<file path="src/rtl/bev_pkg.sv">
// ----------------------------------------------------------------------------
// bev_pkg - shared constants and types for the bearing encirclement core
// Fixed-point formats, derived datapath widths and configuration indexes.
// ----------------------------------------------------------------------------
package bev_pkg;

  // bearing / rotation fraction bits (Q2.14 by default, valid 8..30)
  localparam int FRAC_BITS = 14;
  localparam int GAIN_FRAC = 12;

  localparam int IN_W   = 16;   // bearing components, rotation values
  localparam int GAIN_W = 16;   // unsigned gains
  localparam int OUT_W  = 24;   // velocity outputs
  localparam int CFG_W  = 16;
  localparam int CFG_IDX_W = 2;

  // pipeline depth: four projection stages, four mixing stages
  localparam int PROJ_STAGES = 4;
  localparam int MIX_STAGES  = 4;
  localparam int NUM_STAGES  = PROJ_STAGES + MIX_STAGES;

  // dot product s.b
  localparam int PROD_W    = 2 * IN_W;
  localparam int DOTSUM_W  = PROD_W + 2;
  localparam int DOT_W     = DOTSUM_W - FRAC_BITS;

  // b*2^F - s*dot
  localparam int MUL_W     = IN_W + DOT_W;
  localparam int SHL_W     = IN_W + FRAC_BITS;
  localparam int OX_W      = ((MUL_W > SHL_W) ? MUL_W : SHL_W) + 1;
  localparam int P_W       = OX_W - FRAC_BITS;

  // gained sum
  localparam int DIFF_W    = P_W + 1;
  localparam int SGAIN_W   = GAIN_W + 1;
  localparam int KD_W      = DIFF_W + SGAIN_W;
  localparam int USUM_W    = KD_W + 1;
  localparam int U_W       = USUM_W - GAIN_FRAC;

  // rotation
  localparam int ROT_W     = IN_W + U_W;
  localparam int RSUM_W    = ROT_W + 1;
  localparam int R_W       = RSUM_W - FRAC_BITS;
  localparam int SAT_W     = (R_W > OUT_W) ? R_W : OUT_W + 1;

  // round-half-up offsets
  localparam logic signed [DOTSUM_W-1:0] DOT_HALF = DOTSUM_W'(1) <<< (FRAC_BITS - 1);
  localparam logic signed [OX_W-1:0]     OX_HALF  = OX_W'(1) <<< (FRAC_BITS - 1);
  localparam logic signed [USUM_W-1:0]   U_HALF   = USUM_W'(1) <<< (GAIN_FRAC - 1);
  localparam logic signed [RSUM_W-1:0]   R_HALF   = RSUM_W'(1) <<< (FRAC_BITS - 1);

  localparam logic signed [OUT_W-1:0] OUT_MAX = {1'b0, {(OUT_W-1){1'b1}}};
  localparam logic signed [OUT_W-1:0] OUT_MIN = {1'b1, {(OUT_W-1){1'b0}}};

  // configuration register indexes
  typedef enum logic [CFG_IDX_W-1:0] {
    CFG_NEIGHBOUR_GAIN = 2'd0,
    CFG_TARGET_GAIN    = 2'd1,
    CFG_ROT_COS        = 2'd2,
    CFG_ROT_SIN        = 2'd3
  } cfg_idx_t;

  localparam logic [GAIN_W-1:0]      RST_NEIGHBOUR_GAIN = 16'd20480;
  localparam logic [GAIN_W-1:0]      RST_TARGET_GAIN    = 16'd20480;
  localparam logic signed [IN_W-1:0] RST_ROT_COS        = 16'sd16384;
  localparam logic signed [IN_W-1:0] RST_ROT_SIN        = 16'sd0;

  // stage advance enables, front stage first
  typedef struct packed {
    logic [NUM_STAGES-1:0] en;
  } stage_ctl_t;

endpackage

</file>
<file path="src/rtl/bev_proj.sv">
// ----------------------------------------------------------------------------
// bev_proj - four-stage projection P(s,b) = b - s*(s.b)
// Products, rounded dot, s*dot products, rounded difference.
// ----------------------------------------------------------------------------
module bev_proj (
  input  logic                                   clk,
  input  logic [bev_pkg::PROJ_STAGES-1:0]        en,
  input  logic signed [bev_pkg::IN_W-1:0]        sx,
  input  logic signed [bev_pkg::IN_W-1:0]        sy,
  input  logic signed [bev_pkg::IN_W-1:0]        bx,
  input  logic signed [bev_pkg::IN_W-1:0]        by,
  output logic signed [bev_pkg::P_W-1:0]         px,
  output logic signed [bev_pkg::P_W-1:0]         py
);

  // stage 0: s.b partial products
  logic signed [bev_pkg::PROD_W-1:0] pxx_r, pyy_r;
  logic signed [bev_pkg::IN_W-1:0]   sx0_r, sy0_r, bx0_r, by0_r;
  // stage 1: rounded dot
  logic signed [bev_pkg::DOTSUM_W-1:0] dot_sum;
  logic signed [bev_pkg::DOT_W-1:0]    dot_r;
  logic signed [bev_pkg::IN_W-1:0]     sx1_r, sy1_r, bx1_r, by1_r;
  // stage 2: s*dot
  logic signed [bev_pkg::MUL_W-1:0]    mx_r, my_r;
  logic signed [bev_pkg::IN_W-1:0]     bx2_r, by2_r;
  // stage 3: rounded b*2^F - s*dot
  logic signed [bev_pkg::OX_W-1:0]     ox, oy;
  logic signed [bev_pkg::P_W-1:0]      px_r, py_r;

  assign dot_sum = bev_pkg::DOTSUM_W'(pxx_r) + bev_pkg::DOTSUM_W'(pyy_r) + bev_pkg::DOT_HALF;

  assign ox = (bev_pkg::OX_W'(bx2_r) <<< bev_pkg::FRAC_BITS) - bev_pkg::OX_W'(mx_r)
              + bev_pkg::OX_HALF;
  assign oy = (bev_pkg::OX_W'(by2_r) <<< bev_pkg::FRAC_BITS) - bev_pkg::OX_W'(my_r)
              + bev_pkg::OX_HALF;

  always_ff @(posedge clk) begin
    if (en[0]) begin
      pxx_r <= bev_pkg::PROD_W'(sx) * bev_pkg::PROD_W'(bx);
      pyy_r <= bev_pkg::PROD_W'(sy) * bev_pkg::PROD_W'(by);
      sx0_r <= sx;
      sy0_r <= sy;
      bx0_r <= bx;
      by0_r <= by;
    end
    if (en[1]) begin
      dot_r <= dot_sum[bev_pkg::DOTSUM_W-1 -: bev_pkg::DOT_W];
      sx1_r <= sx0_r;
      sy1_r <= sy0_r;
      bx1_r <= bx0_r;
      by1_r <= by0_r;
    end
    if (en[2]) begin
      mx_r  <= bev_pkg::MUL_W'(sx1_r) * bev_pkg::MUL_W'(dot_r);
      my_r  <= bev_pkg::MUL_W'(sy1_r) * bev_pkg::MUL_W'(dot_r);
      bx2_r <= bx1_r;
      by2_r <= by1_r;
    end
    if (en[3]) begin
      px_r <= ox[bev_pkg::OX_W-1 -: bev_pkg::P_W];
      py_r <= oy[bev_pkg::OX_W-1 -: bev_pkg::P_W];
    end
  end

  assign px = px_r;
  assign py = py_r;

endmodule

</file>
<file path="config.mk">
export PLATFORM = sky130hd
export DESIGN_NAME = bev_proj
export DESIGN_NICKNAME = d
export VERILOG_FILES = /design/src/rtl/bev_pkg.sv /design/src/rtl/bev_proj.sv
export SDC_FILE = /design/constraint.sdc
export NUM_CORES = 2
export LEC_CHECK = 0
export BUFFER_PORTS_ARGS = -buffer_cell sky130_fd_sc_hd__buf_2
export CAP_MARGIN = 30
export CORE_MARGIN = 2
export CORE_UTILIZATION = 32
export DETAILED_ROUTE_END_ITERATION = 6
export GPL_TIMING_DRIVEN = 0
export PLACE_DENSITY = 0.46
export RECOVER_POWER = 50
export SLEW_MARGIN = 40
export SYNTH_ARGS = -nofsm -noshare
export SYNTH_HDL_FRONTEND = slang
export SYNTH_SLANG_ARGS = --single-unit
</file>
<file path="constraint.sdc">
create_clock -name clk -period 9.4 [get_ports clk]
set_clock_uncertainty 0.05 [all_clocks]
set_input_delay 1.41 -clock clk [delete_from_list [all_inputs] [get_ports clk]]
set_output_delay 1.41 -clock clk [all_outputs]
set_load 0.03 [all_outputs]
</file>
After elaboration in Yosys (flattened, before gate mapping)
Index checks and enable logic that the tools add are counted.

storage, ports and cells
  bits in registers = 362
  bits in latches = 0
  RAM bits = 0
  ROM bits = 0
  bits of input ports = 69
  output and inout bits = 46
  logic and storage cells = 27
  memories kept = 0

cells by class
  add/sub/neg operators = 6
  multiply operators = 4
  div/mod/pow operators = 0
  $lt $le $gt $ge = 0
  equality and inequality tests = 0
  shift operators = 0
  muxes and demuxes = 0
  bitwise operators = 0
  reduce and logical (&&, ||, !) cells = 0

operator list
  operator                                                           number
  37-bit by 15-bit adder with 37-bit output (second input constant)  2
  30-bit by 36-bit subtractor with 37-bit output                     2
  16-bit by 20-bit multiplier with 36-bit output                     2
  16-bit by 16-bit multiplier with 32-bit output                     2
  33-bit by 15-bit adder with 34-bit output (second input constant)  1
  32-bit by 32-bit adder with 33-bit output                          1

Longest topological paths before layout
  word-level depth = 2
  depth in mapped cells = 25
  mapped depth without buffers = 24

Least setup slack after synthesis
OpenSTA, ideal clock, no wires.

  path type = input port to flip-flop
  start point = in bx[1] (netlist bit)
  end point = reg pxx_r[31] (netlist bit) (data pin)
  setup time = 0.260 ns
  arrival time = 7.090 ns
  data required time = 9.090 ns
  slack = 2.000 ns
  cell stages on the path = 21
  path buffers = 1
  cell sequence = clkbuf_1 -> nand2_1 -> inv_1 -> fa_1 -> fa_1 -> fa_1 -> fa_1 -> fa_1 -> inv_1 -> fa_1 -> inv_1 -> ha_1 -> a21o_1 -> a21o_1 -> a21o_1 -> a2111oi_2 -> o31ai_1 -> a2111oi_0 -> o21ai_0 -> a21oi_1 -> xnor2_1

on the way
  word-level cells in the longest chain between the ends = 1

ends and longest elaborated chain
  what                                            line            text
  start, declared                                 bev_proj.sv:10  input logic signed [bev_pkg::IN_W-1:0] bx,
  16-bit by 16-bit multiplier with 32-bit output  bev_proj.sv:39  pxx_r <= bev_pkg::PROD_W'(sx) * bev_pkg::PROD_W'(bx);
  end signal, assigned                            bev_proj.sv:39
  end, declared                                   bev_proj.sv:17  logic signed [bev_pkg::PROD_W-1:0] pxx_r, pyy_r;

No other way between the ends.
A chain may end at the register's enable or synchronous reset.

Final worst setup path
  start point = in sy[9] (netlist bit)
  end point = reg pyy_r[31] (netlist bit) (data pin)

on the way
  word-level cells in the longest chain between the ends = 1

ends and longest elaborated chain
  what                                            line            text
  start, declared                                 bev_proj.sv:9   input logic signed [bev_pkg::IN_W-1:0] sy,
  16-bit by 16-bit multiplier with 32-bit output  bev_proj.sv:40  pyy_r <= bev_pkg::PROD_W'(sy) * bev_pkg::PROD_W'(by);
  end signal, assigned                            bev_proj.sv:40
  end, declared                                   bev_proj.sv:17

No other way between the ends.

==> flow_metrics.py <==
metrics = {
    "die": {
        "die_h_um": 428,
        "die_x_um": 428,
        "dieArea_mm2": 0.183,
        "ioPinCount": 115,
        "num_rows": 155,
        "start_util_pct": 32.2,
        "fp.coreArea_mm2": 0.179,
    },
    "grt": {
        "track_usage_pct": 17.7,
        "gr-total-overflow": 0,
        "antenna_found_initial": 12,
        "grt_first_pass_wirelength_um": 248000,
        "grt_max_degree": 68,
        "grt_pass1_vias": 42180,
    },
    "synthesis": {
        "ys_warn_count": 0,
        "ys_types": 78,
        "ys.flop_type": "edfxtp_1",
        "synth.net_count": 7323,
        "ys_seq_area_share_pct": 18.9,
        "yosys_register_bits": 362,
        "synth_edf_count": 362,
        "synth_area_per_cell_um2": 10.2,
        "syn_inst": 5644,
        "async_reset_ff_share_pct": 0,
        "synthesis.area_mm2": 0.0576,
    },
    "sta": {
        "hold_viol_final": 0,
        "tns_ns": 0,
        "slew_viol_final": 279,
        "rsz0062_at_grt": "false",
        "setup_viol": 0,
        "post-route-period-util_pct": 90.2,
        "fin_crit_ns": 8.48,
        "fmax_mhz": 118,
        "tightest_slew_ns": 3.87,
        "max_slew_margin_pct": -158,
    },
    "layout": {
        "fillerInstances": 18319,
        "final_cells": 8207,
        "nets": 7491,
        "final_cell_mix": "1347 x inv_1, 1160 x fa_1, 603 x nand2_1",
        "syn2layout_area_growth_pct": 8.87,
        "drive_above_1_share_pct": 2.92,
        "final_common_cell": "inv_1",
    },
    "placed_design": {
        "gp_congestion": 0.885,
        "dp.cells": 8116,
        "io_buffers": 114,
        "hpwl_um": 132000,
    },
    "setup_path": {
        "startpoint_type": "primary input",
        "cp-end-kind": "flip-flop",
        "critPathMaxFanout": 10,
        "arrival_ns": 8.79,
        "path_class": "in2reg",
        "crit_required_ns": 9.70,
    },
    "clocking": {
        "cts_resized": 0,
        "cts_root_buffer": "clkbuf_16",
        "cts_buffers": 47,
        "cts_num_sinks": 362,
        "post-cts-setup-buffer-count": 0,
        "clk_pin_slew_ns": 0.07,
        "cts_max_level": 2,
        "cts_tree": "yes",
        "insertion_delay_ns": 0.67,
        "clockBufferDepth": 3,
        "hold_buffers": 0,
    },
    "routing": {
        "via_per_inst": 4.65,
        "antenna_left": 0,
        "drt_wl_total_um": 157000,
        "drt_first_iter_violations": 1928,
        "post-route-drc-count": 0,
        "drtPass1Iterations": 5,
        "wl_per_cell_um": 19.1,
        "vias": 38123,
    },
    "min_path": {
        "hold_path_class": "reg2reg",
    },
    "flow_run": {
        "cap_viol_max_count": 5,
    },
    "outcome": {
        "status": "finished, violations left",
        "violations": "capacitance limit, slew limit",
    },
}
-- metrics by stage --
stage	cell area (um2)	hold slack, ns	setup WS [ns]	utilization, %
after detailed placement	61200	0.355	0.219	34.3
final	62700	0.345	0.918	35.1
after CTS	62800	0.347	0.882	35.2
after global routing	62700	0.359	0.343	35.1
after floorplan	57600	0.350	2.00	-
after global placement	61100	0.350	0.177	34.2
-- layout make-up --
class                           instances  area (um2)  area share [%]
Antenna cell                            4        10.0          0.0160
Buffer                                196         753            1.20
Clock buffer                           50        1190            1.89
Clock inverter                         35         400           0.638
Inverter                             1348        5060            8.07
Multi-Input combinational cell       3738       40900            65.3
Sequential cell                       362       10900            17.3
Tap cell                             2355        2950            4.70
Timing Repair Buffer                  119         543           0.866
-- kinds of logic (layout without fill, tap and decap cells) --
group | after synthesis | after routing | share of synthesized area, %
buffers and inverters | 1544 | 1748 | 10.1
adder cells (fa/ha/maj) | 1610 | 1610 | 50.1
other | 0 | 4 | 0
AO/OA/AOI/OAI | 444 | 444 | 5.18
flip-flops | 362 | 362 | 18.9
XOR/XNOR | 193 | 193 | 2.93
AND/OR/NAND/NOR | 1490 | 1490 | 12.8
multiplexers | 1 | 1 | 0.0195
-- cell usage after synthesis, drive strengths merged (3+ instances only) --
cell / n / area share, %
clkbuf: 193 / 1.3
nand2: 603 / 3.9
nor3b: 3 / 0.039
o211ai: 15 / 0.20
fa: 1160 / 40
nor2: 147 / 0.96
o41ai: 5 / 0.10
nand2b: 31 / 0.34
nand3: 33 / 0.29
a311oi: 8 / 0.16
a211o: 7 / 0.11
a211oi: 15 / 0.20
or3: 8 / 0.087
nor4: 5 / 0.054
a22o: 3 / 0.046
ha: 450 / 9.8
edfxtp: 362 / 19
o311ai: 3 / 0.059
o21bai: 24 / 0.31
a21o: 69 / 0.90
xnor2: 143 / 2.2
o2111ai: 4 / 0.061
a31oi: 14 / 0.15
a221oi: 3 / 0.056
nor2b: 17 / 0.18
or2: 10 / 0.11
nor3: 42 / 0.37
and4: 4 / 0.063
o21ai: 80 / 0.70
nand3b: 5 / 0.065
and3: 18 / 0.20
and2: 547 / 5.9
nand4: 12 / 0.13
buf: 3 / 0.022
a31o: 3 / 0.046
o31ai: 5 / 0.065
a21oi: 135 / 1.2
a21boi: 4 / 0.059
a2111oi: 8 / 0.20
o21a: 21 / 0.27
inv: 1347 / 8.8
xor2: 50 / 0.76
-- worst max-delay path: stages --
cell       delay, ns
clkbuf_1        0.51
clkbuf_1        0.61
nand2_1         0.16
fa_1            0.52
fa_1            0.49
fa_1            0.56
inv_1           0.07
fa_1            0.45
fa_1            0.52
inv_1           0.05
fa_1            0.48
inv_1           0.05
ha_1            0.45
and4_1          0.28
nand4_1         0.10
a2111oi_1       0.52
a311oi_2        0.19
nor3_2          0.29
o311ai_2        0.16
a31oi_1         0.30
nor4_1          0.08
a311oi_1        0.52
-- flip-flops by register name, indices dropped and copies added, names as in the netlist, 20 cells and up --
signal / cells
mx_r: 36
my_r: 36
pxx_r: 32
pyy_r: 32
px: 23
py: 23
dot_r: 20
-- metal layers --
layer / part of all wire [%] / GRT usage, %
met1: 42 / 23.1
met2: 52 / 32.2
met3: 3.7 / 1.41
met4: 1.7 / 3.30
met5: 0 / 0
-- worst paths after layout --
| path | end | slack (ns) | cells past startpoint | startpoint |
|---|---|---|---|---|
| min reg2reg | sx1_r[0]$_DFFE_PP_ | 0.34 | 0 | sx0_r[0]$_DFFE_PP_ |
| min | sx1_r[0]$_DFFE_PP_ | 0.34 | 0 | sx0_r[0]$_DFFE_PP_ |
| max | pyy_r[31]$_DFFE_PP_ | 0.92 | 22 | sy[9] |
| max reg2reg | my_r[34]$_DFFE_PP_ | 1.88 | 23 | dot_r[9]$_DFFE_PP_ |
Power is not shown: default switching activity piles up to over one toggle a cycle in this logic, so the estimate is an artifact.
