File: src/rtl/bev_pkg.sv
// ----------------------------------------------------------------------------
// bev_pkg - shared constants and types for the bearing encirclement core
// Fixed-point formats, derived datapath widths and configuration indexes.
// ----------------------------------------------------------------------------
package bev_pkg;

  // bearing / rotation fraction bits (Q2.14 by default, valid 8..30)
  localparam int FRAC_BITS = 14;
  localparam int GAIN_FRAC = 12;

  localparam int IN_W   = 16;   // bearing components, rotation values
  localparam int GAIN_W = 16;   // unsigned gains
  localparam int OUT_W  = 24;   // velocity outputs
  localparam int CFG_W  = 16;
  localparam int CFG_IDX_W = 2;

  // pipeline depth: four projection stages, four mixing stages
  localparam int PROJ_STAGES = 4;
  localparam int MIX_STAGES  = 4;
  localparam int NUM_STAGES  = PROJ_STAGES + MIX_STAGES;

  // dot product s.b
  localparam int PROD_W    = 2 * IN_W;
  localparam int DOTSUM_W  = PROD_W + 2;
  localparam int DOT_W     = DOTSUM_W - FRAC_BITS;

  // b*2^F - s*dot
  localparam int MUL_W     = IN_W + DOT_W;
  localparam int SHL_W     = IN_W + FRAC_BITS;
  localparam int OX_W      = ((MUL_W > SHL_W) ? MUL_W : SHL_W) + 1;
  localparam int P_W       = OX_W - FRAC_BITS;

  // gained sum
  localparam int DIFF_W    = P_W + 1;
  localparam int SGAIN_W   = GAIN_W + 1;
  localparam int KD_W      = DIFF_W + SGAIN_W;
  localparam int USUM_W    = KD_W + 1;
  localparam int U_W       = USUM_W - GAIN_FRAC;

  // rotation
  localparam int ROT_W     = IN_W + U_W;
  localparam int RSUM_W    = ROT_W + 1;
  localparam int R_W       = RSUM_W - FRAC_BITS;
  localparam int SAT_W     = (R_W > OUT_W) ? R_W : OUT_W + 1;

  // round-half-up offsets
  localparam logic signed [DOTSUM_W-1:0] DOT_HALF = DOTSUM_W'(1) <<< (FRAC_BITS - 1);
  localparam logic signed [OX_W-1:0]     OX_HALF  = OX_W'(1) <<< (FRAC_BITS - 1);
  localparam logic signed [USUM_W-1:0]   U_HALF   = USUM_W'(1) <<< (GAIN_FRAC - 1);
  localparam logic signed [RSUM_W-1:0]   R_HALF   = RSUM_W'(1) <<< (FRAC_BITS - 1);

  localparam logic signed [OUT_W-1:0] OUT_MAX = {1'b0, {(OUT_W-1){1'b1}}};
  localparam logic signed [OUT_W-1:0] OUT_MIN = {1'b1, {(OUT_W-1){1'b0}}};

  // configuration register indexes
  typedef enum logic [CFG_IDX_W-1:0] {
    CFG_NEIGHBOUR_GAIN = 2'd0,
    CFG_TARGET_GAIN    = 2'd1,
    CFG_ROT_COS        = 2'd2,
    CFG_ROT_SIN        = 2'd3
  } cfg_idx_t;

  localparam logic [GAIN_W-1:0]      RST_NEIGHBOUR_GAIN = 16'd20480;
  localparam logic [GAIN_W-1:0]      RST_TARGET_GAIN    = 16'd20480;
  localparam logic signed [IN_W-1:0] RST_ROT_COS        = 16'sd16384;
  localparam logic signed [IN_W-1:0] RST_ROT_SIN        = 16'sd0;

  // stage advance enables, front stage first
  typedef struct packed {
    logic [NUM_STAGES-1:0] en;
  } stage_ctl_t;

endpackage

File: src/rtl/bev_ctl.sv
// ----------------------------------------------------------------------------
// bev_ctl - pipeline valid tracking and stall propagation
// One valid bit per stage; a stage advances when empty or when its successor
// advances, so bubbles collapse under a stalled output.
// ----------------------------------------------------------------------------
module bev_ctl (
  input  logic                              clk,
  input  logic                              rst_n,
  input  logic                              in_valid,
  input  logic                              out_stall,
  output bev_pkg::stage_ctl_t               ctl,
  output logic [bev_pkg::NUM_STAGES-1:0]    valid,
  output logic                              in_stall,
  output logic                              out_valid
);

  logic [bev_pkg::NUM_STAGES-1:0] valid_r;
  logic [bev_pkg::NUM_STAGES-1:0] valid_nxt;
  logic [bev_pkg::NUM_STAGES-1:0] en;

  always_comb begin
    en[bev_pkg::NUM_STAGES-1] = !valid_r[bev_pkg::NUM_STAGES-1] || !out_stall;
    for (int k = bev_pkg::NUM_STAGES - 2; k >= 0; k--) begin
      en[k] = !valid_r[k] || en[k+1];
    end
    valid_nxt = valid_r;
    for (int k = 0; k < bev_pkg::NUM_STAGES; k++) begin
      if (en[k]) begin
        valid_nxt[k] = (k == 0) ? in_valid : valid_r[(k == 0) ? 0 : k - 1];
      end
    end
  end

  always_ff @(posedge clk) begin
    if (!rst_n) begin
      valid_r <= '0;
    end else begin
      valid_r <= valid_nxt;
    end
  end

  assign ctl.en    = en;
  assign valid     = valid_r;
  assign in_stall  = !en[0];
  assign out_valid = valid_r[bev_pkg::NUM_STAGES-1];

endmodule

File: config.mk
export PLATFORM = sky130hd
export DESIGN_NAME = bev_ctl
export DESIGN_NICKNAME = d
export VERILOG_FILES = /design/src/rtl/bev_pkg.sv /design/src/rtl/bev_ctl.sv
export SDC_FILE = /design/constraint.sdc
export NUM_CORES = 1
export LEC_CHECK = 0
export ABC_CLOCK_PERIOD_IN_PS = 1500
export BUFFER_PORTS_ARGS = -buffer_cell sky130_fd_sc_hd__buf_2
export CORE_AREA = 2 2 39 41
export DETAILED_ROUTE_END_ITERATION = 10
export DIE_AREA = 0 0 41 43
export PLACE_DENSITY_LB_ADDON = 0.05
export SKIP_LAST_GASP = 1
export SYNTH_ARGS = -nofsm -noshare
export SYNTH_HDL_FRONTEND = slang
export SYNTH_SLANG_ARGS = --single-unit
File: constraint.sdc
create_clock -name clk -period 1.5 [get_ports clk]
set_clock_uncertainty 0.1 [all_clocks]
set_input_delay 0.15 -clock clk [delete_from_list [all_inputs] [get_ports clk]]
set_output_delay 0.15 -clock clk [all_outputs]
set_load 0.02 [all_outputs]
# --- After elaboration in Yosys (flattened, before gate mapping) ---
# Index checks and enable logic that the tools add are counted.
totals:
  reg_bits: 8
  inputBits: 4
op_classes:
  n_reduce_logical: 18
op_table:
  columns: ["operator", "count"]
  rows:
  - ["1-bit zero test", 10]
  - ["1-bit logical OR", 8]

# --- Depth between registers and ports, before layout ---
# Gate-level depths: netlist of the first run.
logic_depth:
  ltp_word: 10
  ltp_mapped: 4
  ltp_nobuf: 4

# --- Worst setup path before layout of the first run ---
# OpenSTA, ideal clock, no wires.
synth_timing:
  kind: "reg-to-output"
  from: "register valid_r, in the netlist valid[7]"
  to: "output ctl[0] (netlist bit)"
  t_arrival_ns: 1.333
  path_slack_ns: -0.083
  stages_incl_launch_ff: 4
  path_buffers: 0
  cell_sequence: "dfxtp_1 nand4_4 nor3_4 inv_1"
synth_rtl:
  columns: ["item", "line_no", "source"]
  rows:
  - ["from (decl)", "bev_ctl.sv:17", "logic [bev_pkg::NUM_STAGES-1:0] valid_r;"]
  - ["from (signal assigned)", "bev_ctl.sv:38", "valid_r <= valid_nxt;"]
  - ["to (decl)", "bev_ctl.sv:11", "output bev_pkg::stage_ctl_t ctl,"]

==> results of run 1 <==
[through the flow]
step | cells | area (µm²) | worst slack (ps)
6_report | 80 | 557 | 27.4
5_1_grt | 80 | 557 | -70.8
4_1_cts | 77 | 507 | 13.6
3_5_place_dp | 73 | 460 | 188
3_3_place_gp | 73 | 460 | 198
2_1_floorplan | 38 | 347 | 13.8
[layer usage]
| layer | routed length [µm] | vias up |
|---|---|---|
| li1 | - | 174 |
| met1 | 362 | 157 |
| met2 | 357 | 19 |
| met3 | 82 | 0 |
| met4 | 0 | 0 |
| met5 | 0 | - |
[area by class of cell]
class / instances / area, µm²
clock buffer: 3 / 22.5
fill: 151 / 827
inverter: 7 / 26.3
multi-input combinational: 21 / 171
sequential: 8 / 173
tap: 16 / 20.0
timing repair buffer: 25 / 144
[Yosys cell counts, drive strengths merged]
cell type / count / area [µm²]
o21ai: 1 / 5.00
clkbuf: 1 / 3.75
nand4: 1 / 21.3
buf: 1 / 7.51
nand2: 5 / 18.8
nand3: 2 / 10.0
a21boi: 2 / 15.0
nor2: 2 / 15.0
a21oi: 1 / 5.00
dfxtp: 8 / 160
o21a: 4 / 30.0
nor2b: 1 / 6.26
nor3: 2 / 21.3
inv: 7 / 26.3
[where the power goes]
part           switching [mW]  internal (mW)
sequential            0.00421          0.214
combinational          0.0156         0.0115
clock                  0.0703         0.0914
total                  0.0901          0.317
[worst register-to-register path, cell delays in order, from the launching register on]
cell and delay (ps):
dfxtp_4 360, nand4_4 170, nor3_4 200, buf_4 130
o21a_1 90
[how the worst max path moves through the flow]
stage | from | end | slack, ps
after global routing | valid[7] | ctl[1] | -70
after detailed placement | valid[6] | ctl[1] | 190
after CTS | valid[7] | ctl[1] | 10
after floorplan | valid[6] | ctl[0] | 10
final | valid[7] | ctl[1] | 30
after global placement | valid[5] | ctl[1] | 200
[logic make-up after synthesis]
logic type | count (synthesis) | share of synthesized area
AO/OA/AOI/OAI | 8 | 0.159
AND/OR/NAND/NOR | 13 | 0.268
buffers and inverters | 9 | 0.109
flip-flops | 8 | 0.464
[what timing repair did]
action | in CTS | in global routing
hold buffers | 1 | 0
hold endpoints to repair | 1 | 0
setup buffers | 0 | 3
resized for setup | 5 | 8
setup endpoints to repair | 3 | 4
pin swaps | 0 | 3
==> flow_metrics.tcl, run 1 <==
set metrics [dict create \
    status "finished clean" \
    power_leakage_nw 0.262 \
    clock_latency_ps 250 \
    ys_seq_elements 8 \
    reg2reg_slack_ps 400 \
    holdCritStartpoint "rst_n" \
    crit_chain "nand4_4 -> nor3_4 -> inv_1 -> buf_6" \
    fp.dieW_um 41 \
    grt_use_met1 0.116 \
    clock.fmax_mhz 679 \
    start_kind "register" \
    vdd_drop_max_v 0.000405 \
    grt.busiest_layer "met2" \
    rsz0062_at_grt "yes" \
    gp_congestion 0.598 \
    grt_use_met3 0.0785 \
    slew-limit-headroom 0.882 \
    wl_per_cell_um 10.0 \
    placement.io_buffers 21 \
    wl_um 802 \
    die_y_um 43 \
    numCtsBuffers 3 \
    clock_tree.root_cell "clkbuf_4" \
    grt_pass1_wl_um 1170 \
    drive_gt1_frac 0.594 \
    crit_type "register to output pin" \
    ys_warn_count 0 \
    largest_register_ffs 8 \
    grt_antenna_before_repair 0 \
    rows 14 \
    fin_util 0.402 \
    synth.yosys.seq_area_share 0.464 \
    clock-sinks 8 \
    r2r-start "valid[7]" \
    required_ps 1250 \
    setup_viol 0 \
    crit_path_max_fanout 6 \
    tightest_slew_ps 176 \
    whs_ps 105 \
    setup_tns_ps 0 \
    hold_end "valid[2]" \
    avgSynthCellArea_um2 9.09 \
    synth.distinct_cells 16 \
    critPathBufInv 2 \
    end_kind "output pin" \
    final_common_cell "buf_2" \
    path_depth 4 \
    powerDensity_nw_per_um2 731 \
    arrival_ps 1220 \
    start_util 0.250 \
    coreArea_um2 1380 \
    htree_levels 1 \
    io_pins 22 \
    clk_pin_slew_worst_paths_ps 50 \
    synthesis.instances 38 \
    power_mw 0.407 \
    grt_pass1_vias 290 \
    areaGrowthSynthToFinish_pct 61.2 \
    globalRouteOverflowTotal 0 \
    hpwl_um 573 \
    grtUsageMet2 0.141 \
    syn_area_um2 345 \
    die_area_um2 1760 \
    track_usage 0.102 \
    synth_fp_nets 42 \
    reg2reg_depth 4 \
    first_pass_iters 1 \
    crit_slowest_cell "dfxtp_4" \
    cts_tree "yes" \
    antenna_left 0 \
    cap_violations 0 \
    grt_max_degree 10 \
    nets 70 \
    slew_violations 0 \
    min_period_ps 1470 \
    vias 350 \
    drc_errors 0 \
    max_stage_delay_ps 360 \
    mostFrequentLayoutCells "buf_2 (20), inv_1 (7), nand2_1 (5)" \
    antenna_cells 0 \
    critPathTopFamily "simple AND/OR/NAND/NOR gates" \
    viasPerCell 4.38 \
    hold_depth 2 \
    timing.rr.end "valid[0]" \
    fin_crit_sh 0.982 \
    hold_violations 0 \
    drt_iter0_drc 0 \
    hold_class "input pin to register" \
    clockBufferDepth 2 \
]
(Power assumes the default switching activity.)
==> inputs of run 2 (changes only) <==
CTS_BUF_LIST = sky130_fd_sc_hd__clkbuf_16   (was not set)
==> flow_metrics.tcl, run 2 (synthesis results as in run 1) <==
set metrics [dict create \
    antenna_cells 0 \
    rsz0062_at_grt "yes" \
    stdcell_count 79 \
    hold_violations 0 \
    coreArea_um2 1380 \
    power_leakage_nw 0.279 \
    cts_tree "yes" \
    vdd_drop_max_v 0.000783 \
    clockBufferDepth 2 \
    areaGrowthSynthToFinish_pct 72.5 \
    slew-limit-headroom 0.867 \
    required_ps 1250 \
    crit_path_max_fanout 6 \
    first_pass_iters 1 \
    start_kind "register" \
    hold_depth 2 \
    grt_pass1_vias 272 \
    viasPerCell 4.38 \
    min_period_ps 1470 \
    mostFrequentLayoutCells "buf_2 (20), inv_1 (7), nand2_1 (5), dfxtp_1 (5), o21a_1 (4)" \
    reg2reg_slack_ps 340 \
    wl_per_cell_um 10.0 \
    clock.fmax_mhz 679 \
    largest_register_ffs 8 \
    die_area_um2 1760 \
    cap_violations 0 \
    drive_gt1_frac 0.556 \
    reg2reg_depth 4 \
    nets 69 \
    grt_pass1_wl_um 1140 \
    die_y_um 43 \
    whs_ps 27.8 \
    tightest_slew_ps 199 \
    wl_um 792 \
    start_util 0.250 \
    numCtsBuffers 3 \
    end_kind "output pin" \
    clk_pin_slew_worst_paths_ps 40 \
    placement.io_buffers 21 \
    fin_crit_sh 0.981 \
    holdCritStartpoint "in_valid" \
    io_pins 22 \
    gp_congestion 0.598 \
    clock-sinks 8 \
    htree_levels 1 \
    status "finished clean" \
    final_common_cell "buf_2" \
    timing.rr.end "valid[0]" \
    r2r-start "valid[7]" \
    dp_cells 73 \
    clock_tree.root_cell "clkbuf_16" \
    drc_errors 0 \
    clock_latency_ps 230 \
    grt_antenna_before_repair 0 \
    fillers 142 \
    drt_iter0_drc 0 \
    fp.dieW_um 41 \
    hold_end "valid[0]" \
    hold_class "input pin to register" \
    crit_type "register to output pin" \
    powerDensity_nw_per_um2 1150 \
    setup_viol 0 \
    arrival_ps 1220 \
    antenna_left 0 \
    hpwl_um 573 \
    slew_violations 0 \
    vias 346 \
    grt_max_degree 10 \
    rows 14 \
    track_usage 0.102 \
    globalRouteOverflowTotal 0 \
]
run 2: changes by cell type in the layout (fill, tap and decap cells not counted), sizes merged:
cell / delta
dlygate4sd3: -1
run 2: through the flow:
| step | total power, mW | cell area, µm² | setup WS, ps | TNS, ps | utilization |
|---|---|---|---|---|---|
| 2_1_floorplan | 0.238 | 347 | 13.8 | 0 | - |
| 3_3_place_gp | 0.250 | 460 | 198 | 0 | 0.333 |
| 3_5_place_dp | 0.250 | 460 | 188 | 0 | 0.333 |
| 4_1_cts | 0.701 | 546 | -6.85 | -6.85 | 0.394 |
| 5_1_grt | 0.719 | 596 | -44.2 | -72.4 | 0.430 |
| 6_report | 0.688 | 596 | 27.9 | 0 | 0.430 |
run 2: area by class of cell:
class | count | area, µm² | share of cell area
multi-input combinational | 21 | 171 | 0.288
sequential | 8 | 169 | 0.284
timing repair buffer | 24 | 134 | 0.225
clock buffer | 3 | 75.1 | 0.126
inverter | 7 | 26.3 | 0.0441
tap | 16 | 20.0 | 0.0336
run 2: how the worst max path moves through the flow:
stage / from / depth (start not counted) / end / slack, ps
after floorplan: valid[6] / 3 / ctl[0] / 10
after global placement: valid[5] / 4 / ctl[1] / 200
after detailed placement: valid[6] / 4 / ctl[1] / 190
after CTS: valid[6] / 4 / ctl[1] / -7
after global routing: valid[7] / 4 / ctl[0] / -40
final: valid[7] / 4 / ctl[0] / 30
run 2: what timing repair did:
action	in CTS	in global routing
endpoints found under the setup margin	3	5
buffers inserted	0	3
pin swaps	0	3
hold buffers	0	0
gates resized for setup	2	8
run 2: report_power, final:
part           leakage, nW  switching, mW  internal, mW
combinational        0.175         0.0152       0.00981
sequential          0.0672        0.00417         0.215
clock               0.0370          0.100         0.343
total                0.279          0.120         0.568
run 2: critical path: stages, from the launching register on:
cell	delay, ps
dfxtp_4	360
nand4_4	170
nor3_4	260
inv_1	70
buf_6	130
run 2: routing by layer:
metal  routed length (µm)  track usage  up-vias  part of all wire
li1                     -            -      173                 -
met1                  319        0.113      154              0.40
met2                  363        0.134       19              0.46
met3                  109       0.0785        0              0.14
met4                    0       0.0600        0                 0
met5                    0            0        -                 0
==> inputs of run 3 (changes only) <==
ABC_AREA = 1   (was not set)
==> flow_metrics.tcl, run 3 <==
set metrics [dict create \
    async_flop_share 0 \
    power_leakage_nw 0.289 \
    crit_type "register to output pin" \
    max_stage_delay_ps 340 \
    setup_viol 3 \
    numCtsBuffers 3 \
    required_ps 1250 \
    final_common_cell "buf_2" \
    syn_area_um2 329 \
    crit_slowest_cell "dfxtp_2" \
    viasPerCell 3.96 \
    crit_chain "nand2_4 -> nor2_4 -> nand4_4 -> nor2_4 -> nand3_4 -> inv_2 -> buf_6" \
    status "finished, violations left" \
    power_mw 0.683 \
    fillers 147 \
    gp_congestion 0.582 \
    fp.dieW_um 41 \
    yosys.area_share.simple 0.240 \
    nets 72 \
    synth_ff_type "dfxtp_1" \
    synth_common_cells "inv_1 (10), dfxtp_1 (8), a21oi_1 (5)" \
    io_pins 22 \
    start_util 0.238 \
    pre_cts_ws_ps 130 \
    placement.io_buffers 21 \
    clockBufferDepth 2 \
    globalRouteOverflowTotal 0 \
    coreArea_um2 1380 \
    drc_errors 0 \
    grt_antenna_before_repair 0 \
    slew_violations 0 \
    vias 325 \
    first_pass_iters 2 \
    cap_violations 0 \
    grt.busiest_layer "met2" \
    crit_path_frequent_cell "nor2_4" \
    fin_crit_sh 1.03 \
    clock-sinks 8 \
    synth-compound-area-share 0.125 \
    violations "setup timing" \
    synth_fp_nets 41 \
    min_period_ps 1540 \
    wl_per_cell_um 9.30 \
    rsz0062_at_grt "yes" \
    end_kind "output pin" \
    antenna_left 0 \
    grt_pass1_vias 293 \
    arrival_ps 1290 \
    grt_use_met1 0.116 \
    synthMuxAreaShare 0 \
    synth_top_area_share 0.487 \
    clock.fmax_mhz 649 \
    tightest_slew_ps 265 \
    die_area_um2 1760 \
    grt_pass1_wl_um 1170 \
    clock_latency_ps 230 \
    rows 14 \
    clock_tree.root_cell "clkbuf_16" \
    start_kind "register" \
    hold_class "input pin to register" \
    areaGrowthSynthToFinish_pct 84.8 \
    synth.yosys.seq_area_share 0.487 \
    crit_path_max_fanout 4 \
    ys_seq_elements 8 \
    post-synth-top-area-cell "dfxtp_1" \
    synth.area.top_cells "dfxtp_1 (49%), inv_1 (11%), a21oi_1 (7.6%), nor2_4 (6.8%), nand4_4 (6.5%)" \
    grtUsageMet2 0.144 \
    ys_warn_count 0 \
    cts_tree "yes" \
    die_y_um 43 \
    synthAdderAreaFrac 0 \
    synth.distinct_cells 13 \
    htree_levels 1 \
    track_usage 0.101 \
    synth_edf_count 0 \
    powerDensity_nw_per_um2 1120 \
    grt_use_met3 0.0471 \
    avgSynthCellArea_um2 8.89 \
    synth_top_family_by_area "simple AND/OR/NAND/NOR gates" \
    wl_um 763 \
    hold_violations 0 \
    mostFrequentLayoutCells "buf_2 (18), inv_1 (8), buf_4 (6), dfxtp_1 (6), a21oi_1 (5)" \
    slew-limit-headroom 0.823 \
    vdd_drop_max_v 0.000498 \
    synthesis.instances 37 \
    clk_pin_slew_worst_paths_ps 40 \
    yosysMostFrequentCell "inv_1" \
    critPathTopFamily "simple AND/OR/NAND/NOR gates" \
    antenna_cells 0 \
    critPathBufInv 2 \
    largest_register_ffs 8 \
    hpwl_um 533 \
    drive_gt1_frac 0.636 \
    synth_xor_area_frac 0 \
    drt_iter0_drc 4 \
    finalWorstSetupSlack_ps -39.8 \
    grt_max_degree 8 \
]
-- run 3: cell types whose count changed after synthesis, moves of 2 or more --
cell / change
a21boi_0: -2
a21oi_1: +4
inv_1: +3
nand2_1: -3
nand3_1: -2
nor2_1: +2
o21a_1: -3
-- run 3: path summary, 6_finish.rpt --
path         slack [ps]  cells past startpoint       end     start
max                 -40                      7  in_stall  valid[7]
min                  40                      2  valid[2]     rst_n
max reg2reg         200                      7  valid[0]  valid[7]
min reg2reg         380                      2  valid[7]  valid[6]
-- run 3: metal layers --
| layer | vias up | wire (µm) |
|---|---|---|
| met5 | - | 0 |
| met4 | 0 | 0 |
| met3 | 0 | 58 |
| met2 | 15 | 379 |
| met1 | 141 | 325 |
| li1 | 169 | - |
-- run 3: cell families after synthesis --
kind of cell,count (synthesis)
flip-flops,8
buffers and inverters,12
AO/OA/AOI/OAI,7
AND/OR/NAND/NOR,10
-- run 3: timing repair --
action                     in CTS  in global routing
buffers inserted                4                  2
pin swaps                       2                  2
setup endpoints to repair       5                  5
cloned                          0                  0
hold buffers                    0                  0
resized for setup               5                  4
-- run 3: cell type report --
cell class                      instances  area [µm²]  share of cell area
Clock buffer                            3        75.1               0.123
Inverter                               11        41.3              0.0679
Multi-Input combinational cell         17         140               0.230
Sequential cell                         8         163               0.267
Tap cell                               16        20.0              0.0329
Timing Repair Buffer                   27         169               0.278
-- run 3: worst reg2reg max path, delay by kind of cell (launching register included) --
kind | cells | cell delay (ps)
buf+inv | 1 | 150
compound gates | 1 | 100
flops | 1 | 340
simple gates | 5 | 560
-- run 3: metrics by stage --
step / utilization / hold slack (ps) / instance area [µm²] / setup TNS, ps / instances
2_1_floorplan: - / 168 / 344 / 0 / 37
6_report: 0.439 / 37.2 / 608 / -62.8 / 82
3_3_place_gp: 0.334 / 275 / 462 / 0 / 73
3_5_place_dp: 0.334 / 274 / 462 / 0 / 73
4_1_cts: 0.420 / 39.8 / 582 / -122 / 80
5_1_grt: 0.439 / 57.1 / 608 / -343 / 82
-- run 3: where the power goes --
| part | switching [mW] | internal, mW | leakage (nW) |
|---|---|---|---|
| Combinational | 0.0151 | 0.00855 | 0.186 |
| Clock | 0.0938 | 0.343 | 0.0370 |
| Sequential | 0.00483 | 0.218 | 0.0661 |
| Total | 0.114 | 0.570 | 0.289 |
